## config.mk

```make
export PLATFORM = sky130hd
export DESIGN_NAME = rc4_keystream_cipher_unit_flat
export DESIGN_NICKNAME = d
export VERILOG_FILES = /design/src/sv/rc4ks_pkg.sv /design/src/sv/rc4ks_if.sv /design/src/sv/rc4ks_seq.sv /design/src/sv/rc4_keystream_cipher_unit.sv /design/src/flat_wrapper.sv
export SDC_FILE = /design/constraint.sdc
export NUM_CORES = 2
export LEC_CHECK = 0
export BUFFER_PORTS_ARGS = -buffer_cell sky130_fd_sc_hd__buf_2
export CAP_MARGIN = 25
export CORE_UTILIZATION = 63
export DETAILED_ROUTE_END_ITERATION = 6
export PLACE_DENSITY_LB_ADDON = 0.05
export SLEW_MARGIN = 20
export SYNTH_ARGS = -nofsm -noshare
export SYNTH_HDL_FRONTEND = slang
export SYNTH_SLANG_ARGS = --single-unit
```

## constraint.sdc

```tcl
create_clock -name clk -period 20.2 [get_ports clk]
set_input_delay 1.01 -clock clk [delete_from_list [all_inputs] [get_ports clk]]
set_output_delay 1.01 -clock clk [all_outputs]
set_load 0.01 [all_outputs]
```

## src/sv/rc4ks_pkg.sv

```systemverilog
// Shared types, constants and microcode control word for the RC4 keystream engine.
`timescale 1ns / 1ps

package rc4ks_pkg;

  localparam int TABLE_SIZE = 256;
  localparam int TBL_AW     = $clog2(TABLE_SIZE);
  localparam int KEY_WORD_W = 64;
  localparam int KEY_LEN_W  = 5;
  localparam int KEY_POS_W  = 4;
  localparam int CFG_IDX_W  = 2;
  localparam int STEP_W     = 4;

  localparam logic [CFG_IDX_W-1:0] CFG_KEY_LO  = 2'd0;
  localparam logic [CFG_IDX_W-1:0] CFG_KEY_HI  = 2'd1;
  localparam logic [CFG_IDX_W-1:0] CFG_KEY_LEN = 2'd2;

  localparam logic OP_REKEY = 1'b0;
  localparam logic OP_DATA  = 1'b1;

  typedef logic [STEP_W-1:0] step_t;

  localparam step_t ST_IDLE = 4'd0;
  localparam step_t ST_BOOT = 4'd1;
  localparam step_t ST_K0   = 4'd2;
  localparam step_t ST_K1   = 4'd3;
  localparam step_t ST_K2   = 4'd4;
  localparam step_t ST_K3   = 4'd5;
  localparam step_t ST_K4   = 4'd6;
  localparam step_t ST_D0   = 4'd7;
  localparam step_t ST_D1   = 4'd8;
  localparam step_t ST_D2   = 4'd9;
  localparam step_t ST_D3   = 4'd10;
  localparam step_t ST_D4   = 4'd11;
  localparam step_t ST_D5   = 4'd12;
  localparam step_t ST_D6   = 4'd13;

  typedef struct packed {
    logic       operation;
    logic [7:0] data_byte;
    logic       last_byte;
  } in_word_t;

  typedef struct packed {
    logic [7:0] result_byte;
    logic       last_out;
  } out_word_t;

  typedef enum logic [1:0] {
    MEM_NONE  = 2'd0,
    MEM_READ  = 2'd1,
    MEM_WRITE = 2'd2
  } mem_op_t;

  typedef enum logic [2:0] {
    AS_N      = 3'd0,
    AS_I      = 3'd1,
    AS_J      = 3'd2,
    AS_J_SUM  = 3'd3,
    AS_ACC    = 3'd4,
    AS_ACC_SUM = 3'd5,
    AS_AB_SUM = 3'd6
  } addr_sel_t;

  typedef enum logic [1:0] {
    WS_N = 2'd0,
    WS_A = 2'd1,
    WS_B = 2'd2
  } wdata_sel_t;

  typedef enum logic [2:0] {
    C_NEXT     = 3'd0,
    C_GOTO     = 3'd1,
    C_DISPATCH = 3'd2,
    C_HOLD_N   = 3'd3,
    C_LOOP_N   = 3'd4,
    C_HOLD_OUT = 3'd5
  } cond_t;

  typedef struct packed {
    mem_op_t    mem_op;
    addr_sel_t  addr_sel;
    wdata_sel_t wdata_sel;
    logic       latch_a;
    logic       latch_b;
    logic       upd_j;
    logic       upd_acc;
    logic       inc_i;
    logic       inc_n;
    logic       adv_key;
    logic       clear;
    logic       emit;
  } ctrl_t;

  typedef struct packed {
    ctrl_t ctrl;
    cond_t cond;
    step_t target;
  } ucode_t;

endpackage

```

## src/sv/rc4ks_if.sv

```systemverilog
// Valid/ready word channel with a typed payload.
`timescale 1ns / 1ps

interface rc4ks_if #(
  parameter type payload_t = logic
);
  logic     valid;
  logic     ready;
  payload_t data;

  modport source (output valid, output data, input ready);
  modport sink   (input valid, input data, output ready);
endinterface

```

## src/sv/rc4ks_seq.sv

```systemverilog
// Microcode sequencer: step counter, control store and jump logic.
`timescale 1ns / 1ps

module rc4ks_seq (
  input  logic            clk,
  input  logic            rst_n,
  input  logic            start,
  input  logic            start_op,
  input  logic            n_last,
  input  logic            out_free,
  output logic            in_ready,
  output rc4ks_pkg::ctrl_t ctrl
);
  import rc4ks_pkg::*;

  function automatic ucode_t rom(input step_t pc);
    ucode_t u;
    u = '0;
    u.ctrl.mem_op    = MEM_NONE;
    u.ctrl.addr_sel  = AS_N;
    u.ctrl.wdata_sel = WS_N;
    u.cond           = C_NEXT;
    u.target         = ST_IDLE;
    unique case (pc)
      ST_IDLE: begin
        u.cond = C_DISPATCH;
      end
      ST_BOOT: begin
        u.ctrl.mem_op = MEM_WRITE;
        u.ctrl.inc_n  = 1'b1;
        u.cond        = C_HOLD_N;
        u.target      = ST_IDLE;
      end
      ST_K0: begin
        u.ctrl.mem_op = MEM_WRITE;
        u.ctrl.inc_n  = 1'b1;
        u.ctrl.clear  = 1'b1;
        u.cond        = C_HOLD_N;
        u.target      = ST_K1;
      end
      ST_K1: begin
        u.ctrl.mem_op = MEM_READ;
      end
      ST_K2: begin
        u.ctrl.latch_a  = 1'b1;
        u.ctrl.upd_acc  = 1'b1;
        u.ctrl.mem_op   = MEM_READ;
        u.ctrl.addr_sel = AS_ACC_SUM;
      end
      ST_K3: begin
        u.ctrl.latch_b   = 1'b1;
        u.ctrl.mem_op    = MEM_WRITE;
        u.ctrl.addr_sel  = AS_ACC;
        u.ctrl.wdata_sel = WS_A;
      end
      ST_K4: begin
        u.ctrl.mem_op    = MEM_WRITE;
        u.ctrl.wdata_sel = WS_B;
        u.ctrl.inc_n     = 1'b1;
        u.ctrl.adv_key   = 1'b1;
        u.cond           = C_LOOP_N;
        u.target         = ST_K1;
      end
      ST_D0: begin
        u.ctrl.inc_i = 1'b1;
      end
      ST_D1: begin
        u.ctrl.mem_op   = MEM_READ;
        u.ctrl.addr_sel = AS_I;
      end
      ST_D2: begin
        u.ctrl.latch_a  = 1'b1;
        u.ctrl.upd_j    = 1'b1;
        u.ctrl.mem_op   = MEM_READ;
        u.ctrl.addr_sel = AS_J_SUM;
      end
      ST_D3: begin
        u.ctrl.latch_b   = 1'b1;
        u.ctrl.mem_op    = MEM_WRITE;
        u.ctrl.addr_sel  = AS_J;
        u.ctrl.wdata_sel = WS_A;
      end
      ST_D4: begin
        u.ctrl.mem_op    = MEM_WRITE;
        u.ctrl.addr_sel  = AS_I;
        u.ctrl.wdata_sel = WS_B;
      end
      ST_D5: begin
        u.ctrl.mem_op   = MEM_READ;
        u.ctrl.addr_sel = AS_AB_SUM;
      end
      ST_D6: begin
        u.ctrl.emit = 1'b1;
        u.cond      = C_HOLD_OUT;
        u.target    = ST_IDLE;
      end
      default: begin
        u.cond = C_GOTO;
      end
    endcase
    return u;
  endfunction

  step_t  pc_r, pc_nxt;
  ucode_t uw;

  assign uw       = rom(pc_r);
  assign in_ready = (pc_r == ST_IDLE);

  always_comb begin
    ctrl      = uw.ctrl;
    ctrl.emit = uw.ctrl.emit & out_free;
  end

  always_comb begin
    pc_nxt = pc_r;
    unique case (uw.cond)
      C_NEXT:     pc_nxt = pc_r + step_t'(1);
      C_GOTO:     pc_nxt = uw.target;
      C_DISPATCH: begin
        if (start) begin
          pc_nxt = (start_op == OP_DATA) ? ST_D0 : ST_K0;
        end
      end
      C_HOLD_N:   pc_nxt = n_last ? uw.target : pc_r;
      C_LOOP_N:   pc_nxt = n_last ? ST_IDLE : uw.target;
      C_HOLD_OUT: pc_nxt = out_free ? uw.target : pc_r;
      default:    pc_nxt = ST_IDLE;
    endcase
  end

  always_ff @(posedge clk) begin
    if (!rst_n) begin
      pc_r <= ST_BOOT;
    end else begin
      pc_r <= pc_nxt;
    end
  end

endmodule

```

## src/sv/rc4_keystream_cipher_unit.sv

```systemverilog
// Top level of the RC4 keystream engine: datapath, permutation memory and ports.
`timescale 1ns / 1ps

// Usage:
//   in_ch carries one word per item: operation 0 reruns the key schedule from the
//   cfg_ key registers and clears both indices (no result); operation 1 ciphers
//   data_byte and returns one word on out_ch with result_byte and last_out.
//   cfg_we/cfg_index/cfg_data write key_word_low (0), key_word_high (1) and
//   key_length (2); other indices are ignored. Write only while idle.
//   A data word steps through ST_D0 to ST_D6 into the output register, and
//   in_ch.ready returns only as its result is registered: no new item is taken mid-word.
//   A rekey word runs an identity fill and then steps ST_K1 to ST_K4 for each table
//   entry. Both flows are bound by the single port on the 256-entry permutation
//   memory, which serves one read or one write a cycle.
//   Reset: the permutation is filled with the identity, with in_ch.ready low;
//   indices clear and key_length returns to 16.
//   Stall: a finished word waits in the output register; the next item is accepted
//   meanwhile, and a data item stops at its final step until that register drains.
module rc4_keystream_cipher_unit #(
  parameter int MAX_KEY_BYTES = 16
) (
  input  logic                                   clk,
  input  logic                                   rst_n,
  rc4ks_if.sink                                  in_ch,
  rc4ks_if.source                                out_ch,
  input  logic                                   cfg_we,
  input  logic [rc4ks_pkg::CFG_IDX_W-1:0]        cfg_index,
  input  logic [rc4ks_pkg::KEY_WORD_W-1:0]       cfg_data
);
  import rc4ks_pkg::*;

  localparam logic [KEY_LEN_W-1:0] MaxLen = KEY_LEN_W'(MAX_KEY_BYTES);

  logic [7:0] perm_mem [TABLE_SIZE];

  logic [KEY_WORD_W-1:0] key_lo_r, key_hi_r;
  logic [KEY_LEN_W-1:0]  key_len_r;
  logic [KEY_LEN_W-1:0]  eff_len;
  logic [2*KEY_WORD_W-1:0] key_flat;
  logic [7:0]            key_byte;

  logic [TBL_AW-1:0]    n_r, i_r, j_r, acc_r;
  logic [KEY_POS_W-1:0] kpos_r;
  logic [7:0]           a_r, b_r, rd_r;
  logic [7:0]           data_r;
  logic                 last_r;

  logic                 out_valid_r;
  logic [7:0]           result_r;
  logic                 last_out_r;

  logic [TBL_AW-1:0] j_sum, acc_sum, ab_sum, mem_addr;
  logic [7:0]        mem_wdata;
  logic              n_last, out_free, in_accept;
  ctrl_t             ctrl;

  rc4ks_seq u_seq (
    .clk      (clk),
    .rst_n    (rst_n),
    .start    (in_accept),
    .start_op (in_ch.data.operation),
    .n_last   (n_last),
    .out_free (out_free),
    .in_ready (in_ch.ready),
    .ctrl     (ctrl)
  );

  assign in_accept = in_ch.valid & in_ch.ready;
  assign out_free  = ~out_valid_r | out_ch.ready;
  assign n_last    = (n_r == TBL_AW'(TABLE_SIZE - 1));

  always_comb begin
    eff_len = key_len_r;
    if (key_len_r == '0) begin
      eff_len = KEY_LEN_W'(1);
    end else if (key_len_r > MaxLen) begin
      eff_len = MaxLen;
    end
  end

  assign key_flat = {key_hi_r, key_lo_r};
  assign key_byte = key_flat[{kpos_r, 3'b000} +: 8];

  assign j_sum   = j_r + rd_r;
  assign acc_sum = acc_r + rd_r + key_byte;
  assign ab_sum  = a_r + b_r;

  always_comb begin
    case (ctrl.addr_sel)
      AS_N:       mem_addr = n_r;
      AS_I:       mem_addr = i_r;
      AS_J:       mem_addr = j_r;
      AS_J_SUM:   mem_addr = j_sum;
      AS_ACC:     mem_addr = acc_r;
      AS_ACC_SUM: mem_addr = acc_sum;
      AS_AB_SUM:  mem_addr = ab_sum;
      default:    mem_addr = n_r;
    endcase
    case (ctrl.wdata_sel)
      WS_N:    mem_wdata = n_r;
      WS_A:    mem_wdata = a_r;
      WS_B:    mem_wdata = b_r;
      default: mem_wdata = n_r;
    endcase
  end

  always_ff @(posedge clk) begin
    if (ctrl.mem_op == MEM_WRITE) begin
      perm_mem[mem_addr] <= mem_wdata;
    end
  end

  always_ff @(posedge clk) begin
    if (ctrl.mem_op == MEM_READ) begin
      rd_r <= perm_mem[mem_addr];
    end
  end

  always_ff @(posedge clk) begin
    if (!rst_n) begin
      key_lo_r  <= '0;
      key_hi_r  <= '0;
      key_len_r <= KEY_LEN_W'(16);
    end else if (cfg_we) begin
      unique case (cfg_index)
        CFG_KEY_LO:  key_lo_r  <= cfg_data;
        CFG_KEY_HI:  key_hi_r  <= cfg_data;
        CFG_KEY_LEN: key_len_r <= cfg_data[KEY_LEN_W-1:0];
        default: ;
      endcase
    end
  end

  always_ff @(posedge clk) begin
    if (!rst_n) begin
      n_r    <= '0;
      i_r    <= '0;
      j_r    <= '0;
      acc_r  <= '0;
      kpos_r <= '0;
    end else begin
      if (ctrl.inc_n) begin
        n_r <= n_r + TBL_AW'(1);
      end
      if (ctrl.clear) begin
        i_r    <= '0;
        j_r    <= '0;
        acc_r  <= '0;
        kpos_r <= '0;
      end else begin
        if (ctrl.inc_i) begin
          i_r <= i_r + TBL_AW'(1);
        end
        if (ctrl.upd_j) begin
          j_r <= j_sum;
        end
        if (ctrl.upd_acc) begin
          acc_r <= acc_sum;
        end
        if (ctrl.adv_key) begin
          if ({1'b0, kpos_r} == eff_len - KEY_LEN_W'(1)) begin
            kpos_r <= '0;
          end else begin
            kpos_r <= kpos_r + KEY_POS_W'(1);
          end
        end
      end
    end
  end

  always_ff @(posedge clk) begin
    if (ctrl.latch_a) begin
      a_r <= rd_r;
    end
    if (ctrl.latch_b) begin
      b_r <= rd_r;
    end
    if (in_accept) begin
      data_r <= in_ch.data.data_byte;
      last_r <= in_ch.data.last_byte;
    end
    if (ctrl.emit) begin
      result_r   <= data_r ^ rd_r;
      last_out_r <= last_r;
    end
  end

  always_ff @(posedge clk) begin
    if (!rst_n) begin
      out_valid_r <= 1'b0;
    end else if (ctrl.emit) begin
      out_valid_r <= 1'b1;
    end else if (out_ch.ready) begin
      out_valid_r <= 1'b0;
    end
  end

  assign out_ch.valid            = out_valid_r;
  assign out_ch.data.result_byte = result_r;
  assign out_ch.data.last_out    = last_out_r;

endmodule

```

## src/flat_wrapper.sv

```systemverilog
// flat-port wrapper written by rule: the top's interface ports become plain ports
module rc4_keystream_cipher_unit_flat import rc4ks_pkg::*;
#(
  parameter int MAX_KEY_BYTES = 16
)
  (clk, rst_n, cfg_we, cfg_index, cfg_data, in_ch_valid, in_ch_data, in_ch_ready, out_ch_valid, out_ch_data, out_ch_ready);
  rc4ks_if #(.payload_t(in_word_t)) in_ch_i ();
  rc4ks_if #(.payload_t(out_word_t)) out_ch_i ();
  input  logic clk;
  input  logic rst_n;
  input  logic cfg_we;
  input  logic [rc4ks_pkg::CFG_IDX_W-1:0] cfg_index;
  input  logic [rc4ks_pkg::KEY_WORD_W-1:0] cfg_data;
  input wire logic [$bits(in_ch_i.valid)-1:0] in_ch_valid;
  input wire logic [$bits(in_ch_i.data)-1:0] in_ch_data;
  output wire logic [$bits(in_ch_i.ready)-1:0] in_ch_ready;
  output wire logic [$bits(out_ch_i.valid)-1:0] out_ch_valid;
  output wire logic [$bits(out_ch_i.data)-1:0] out_ch_data;
  input wire logic [$bits(out_ch_i.ready)-1:0] out_ch_ready;
  assign in_ch_i.valid = in_ch_valid;
  assign in_ch_i.data = in_ch_data;
  assign in_ch_ready = in_ch_i.ready;
  assign out_ch_valid = out_ch_i.valid;
  assign out_ch_data = out_ch_i.data;
  assign out_ch_i.ready = out_ch_ready;
  rc4_keystream_cipher_unit #(.MAX_KEY_BYTES(MAX_KEY_BYTES)) u_core (.clk(clk), .rst_n(rst_n), .in_ch(in_ch_i), .out_ch(out_ch_i), .cfg_we(cfg_we), .cfg_index(cfg_index), .cfg_data(cfg_data));
endmodule
```

==> summary.txt <==
Clock network
  • CTS max path bufs: 3
  • Post_cts resized: 0
  • CTS tree: done
  • Hold-fix buffers at CTS: 0
  • Clock tree sinks: 2264
  • Htree depth: 4
  • CTS clk-pin slew, worst paths: 0.06 ns
  • Clk_lat worst skew: 0.84 ns
  • Post-CTS Setup Inserts: 0
  • CTS buffer count: 218
  • Clock root cell: clkbuf_16

Global route
  • Overflow after GRT: 0
  • First-pass GRT wire length: 387000 um
  • Total track usage: 0.350
  • Largest net degree at the start of global routing: 199
  • Vias in the first global route: 57600
  • Initial antenna violation count: 9

Synthesis
  • Synth top area cells: edfxtp_1, nand2_1, dfxtp_1
  • Yosys reg bits: 2264
  • Mapped Nets: 6996
  • Yosys cell types: 83
  • Post-synth top area share: 0.673
  • Top FF cell, synth: edfxtp_1
  • Syn Inst Count: 6875
  • Largest area contributor in the netlist: edfxtp_1
  • Ys Warns: 0
  • Seq/Total Area, Yosys: 0.711
  • Async SR Flop Fraction: 0
  • Post-synth EDFFs: 2090
  • Post-Syn Area per Cell: 13.6 um^2
  • Synthesized cell area: 93200 um^2

Critical path
  • Crit-path max FO: 74
  • Slowest CP cell: buf_4
  • Crit path DAT: 8.88 ns
  • Critical Path RT: 20.72 ns
  • CP endpoint kind: flop
  • Crit path largest cell delay: 0.90 ns
  • CP most frequent cell: buf_4
  • CP Launch Type: flop
  • R2R cell count: 18
  • Crit path max-delay family: buffers and inverters
  • WP depth: 18
  • Buf+Inv Stages, Crit Path: 4
  • CP cell instances: buf_4 -> mux4_2 -> mux4_2 -> fa_1 -> ha_1 -> mux2i_1 -> o2bb2ai_1 -> a2111oi_4 -> buf_4 -> a21oi_4 -> buf_4 -> buf_4 -> mux2i_1 -> a32oi_1 -> a31oi_1 -> nor3_2 -> a32oi_1 -> nand4_1
  • Critical path type: flop to flop

Floorplan
  • Row cnt: 140
  • Initial Util: 0.637
  • Chip width: 387 um
  • Die Y: 387 um
  • Core area: 146000 um^2
  • Die area: 149000 um^2
  • I/O pin count: 92

Timing
  • Final Hold Vio Count: 0
  • Final setup viols: 0
  • RSZ-0062 raised after global routing: no
  • Post-route setup TNS: 0 ns
  • Final Cycle Share: 0.414
  • Fmax: 0.120 GHz
  • Slew Limit Fails: 0
  • Clk_skew: 0.0392 ns
  • Min Tclk post-route: 8.36 ns
  • Slew headroom: 0.188
  • Worst Slack Setup Final: 11.84 ns
  • Worst slew pin tran: 1.22 ns
  • Worst hold slack: 0.365 ns

Power
  • Comb pwr share: 0.242
  • Seq pwr share: 0.436
  • Pwr Density: 119 nW/um^2
  • Pint: 8280 uW
  • Clock share of power: 0.321
  • Switching Fraction: 0.323
  • Leak: 0.0333 uW
  • Switching pwr: 3940 uW
  • Worst vdd ir: 0.150 mV

Detailed routing
  • Via density: 6.87
  • Routed len/inst: 29.7 um
  • DR vias: 61200
  • Antenna Nets Post-Route: 0
  • Starting DRT DRC Count: 8141
  • DRT Wirelength: 265000 um
  • DR pass1 iterations: 6
  • DRC: 0

Worst hold path
  • HP Class: input pin to flop
  • Hold Path Depth: 1

Final layout
  • P&R area growth vs syn: 9.81%
  • Final nets: 6928
  • Share of post-route cells with drive strength above 1: 0.0935
  • Post-route design area: 102000 um^2

Placement
  • Post-DP HPWL: 156000 um
  • Post-DP Area: 95400 um^2
  • GPL Wtd Cong: 0.932
  • Dpl ws: 12.02 ns
  • PortBufs: 91

Job
  • Max_cap viols: 0

Run status
  • Status: finished clean
-- worst register-to-register path, stage by stage (launching register included) --
cell,delay (ns)
dfxtp_2,0.40
buf_4,0.54
mux4_2,0.61
mux4_2,0.48
fa_1,0.44
ha_1,0.32
mux2i_1,0.07
o2bb2ai_1,0.26
a2111oi_4,0.09
buf_4,0.21
a21oi_4,0.66
buf_4,0.92
buf_4,0.87
mux2i_1,0.40
a32oi_1,0.08
a31oi_1,0.45
nor3_2,0.25
a32oi_1,0.87
nand4_1,0.15
-- worst paths after layout --
check              startpoint                end  slack, ns
min             in_ch_data[1]   u_core.data_r[0]       0.36
max reg2reg  u_core.kpos_r[0]     u_core.rd_r[1]      11.84
min reg2reg     u_core.last_r  u_core.last_out_r       0.42
max          u_core.kpos_r[0]     u_core.rd_r[1]      11.84
-- cells in the final DEF, fill, tap and decap left out, types with 89 or more instances in the layout --
cell type  instances
and3_1           179
mux2i_1          220
buf_4            123
buf_2             93
o211ai_1          89
a21oi_1          247
a2111oi_0        120
dfxtp_1          173
a21boi_0         128
a211oi_1         189
nor2_1           320
nand2_1         1128
a22oi_1          154
inv_1            124
clkbuf_16        225
edfxtp_1        2090
nand3_1          238
-- cell families (layout without fill, tap and decap cells) --
kind of cell	after synthesis	after routing	share of synthesized area
compound gates	1423	1423	0.111
flops	2264	2264	0.711
mux	276	276	0.0352
simple gates	2184	2184	0.104
buf+inv	646	753	0.0281
other cells	0	7	0
xor+xnor	42	42	0.00409
fa+ha+maj	40	40	0.00618
-- cells in the mapped netlist (all sizes together), types with 25 or more instances --
cell        n
a2111oi   125
a211o      27
a211oi    194
a21boi    128
a21oi     248
a22oi     154
a311oi     73
a31oi      42
a32oi      37
and3      179
buf       199
clkbuf    323
dfxtp     174
edfxtp   2090
ha         30
inv       124
mux2i     220
mux4       40
nand2    1140
nand3     239
nand4      81
nor2      331
nor3       69
nor4       47
o2111ai    37
o211ai     89
o21ai      84
o22ai      41
xor2       25
-- metrics by stage --
step / std cells / util / total power (uW)
2_1_floorplan: 6875 / - / 7320
3_3_place_gp: 8486 / 0.651 / 8240
3_5_place_dp: 8494 / 0.652 / 8300
4_1_cts: 8889 / 0.698 / 12100
5_1_grt: 8901 / 0.700 / 12500
6_report: 8906 / 0.700 / 12200
-- sequential cells by signal, summed over array words and instances (netlist names), 5 cells and up --
name              count
u_core.a_r            8
u_core.acc_r          8
u_core.b_r            8
u_core.data_r         8
u_core.i_r            8
u_core.j_r            8
u_core.key_hi_r      64
u_core.key_len_r      5
u_core.key_lo_r      64
u_core.n_r            8
u_core.perm_mem    2048
u_core.rd_r           8
u_core.result_r       8
-- cell type report --
type	instances	area, um^2
Clock inverter	110	890
Fill cell	9911	43900
Clock buffer	285	5880
Timing Repair Buffer	234	1770
Multi-Input combinational cell	3965	24700
Antenna cell	7	17.5
Tap cell	1917	2400
Sequential cell	2264	66200
Inverter	124	465
-- metal layers --
| metal | track usage | part of all wire | vias to the layer above |
|---|---|---|---|
| met1 | 0.507 | 0.39 | 30400 |
| met5 | 0 | 0.00017 | - |
| li1 | - | - | 26300 |
| met2 | 0.520 | 0.45 | 3837 |
| met3 | 0.0789 | 0.12 | 613 |
| met4 | 0.137 | 0.042 | 8 |
-- power by group through the flow --
| stage | registers [uW] | clock network (uW) | logic [uW] |
|---|---|---|---|
| 2_1_floorplan | 5570 | 0 | 1750 |
| 3_3_place_gp | 5430 | 0 | 2810 |
| 3_5_place_dp | 5430 | 0 | 2860 |
| 4_1_cts | 5330 | 3940 | 2870 |
| 5_1_grt | 5340 | 4110 | 3080 |
| 6_report | 5330 | 3920 | 2960 |
Note: power is estimated with default switching activity, not from simulation.
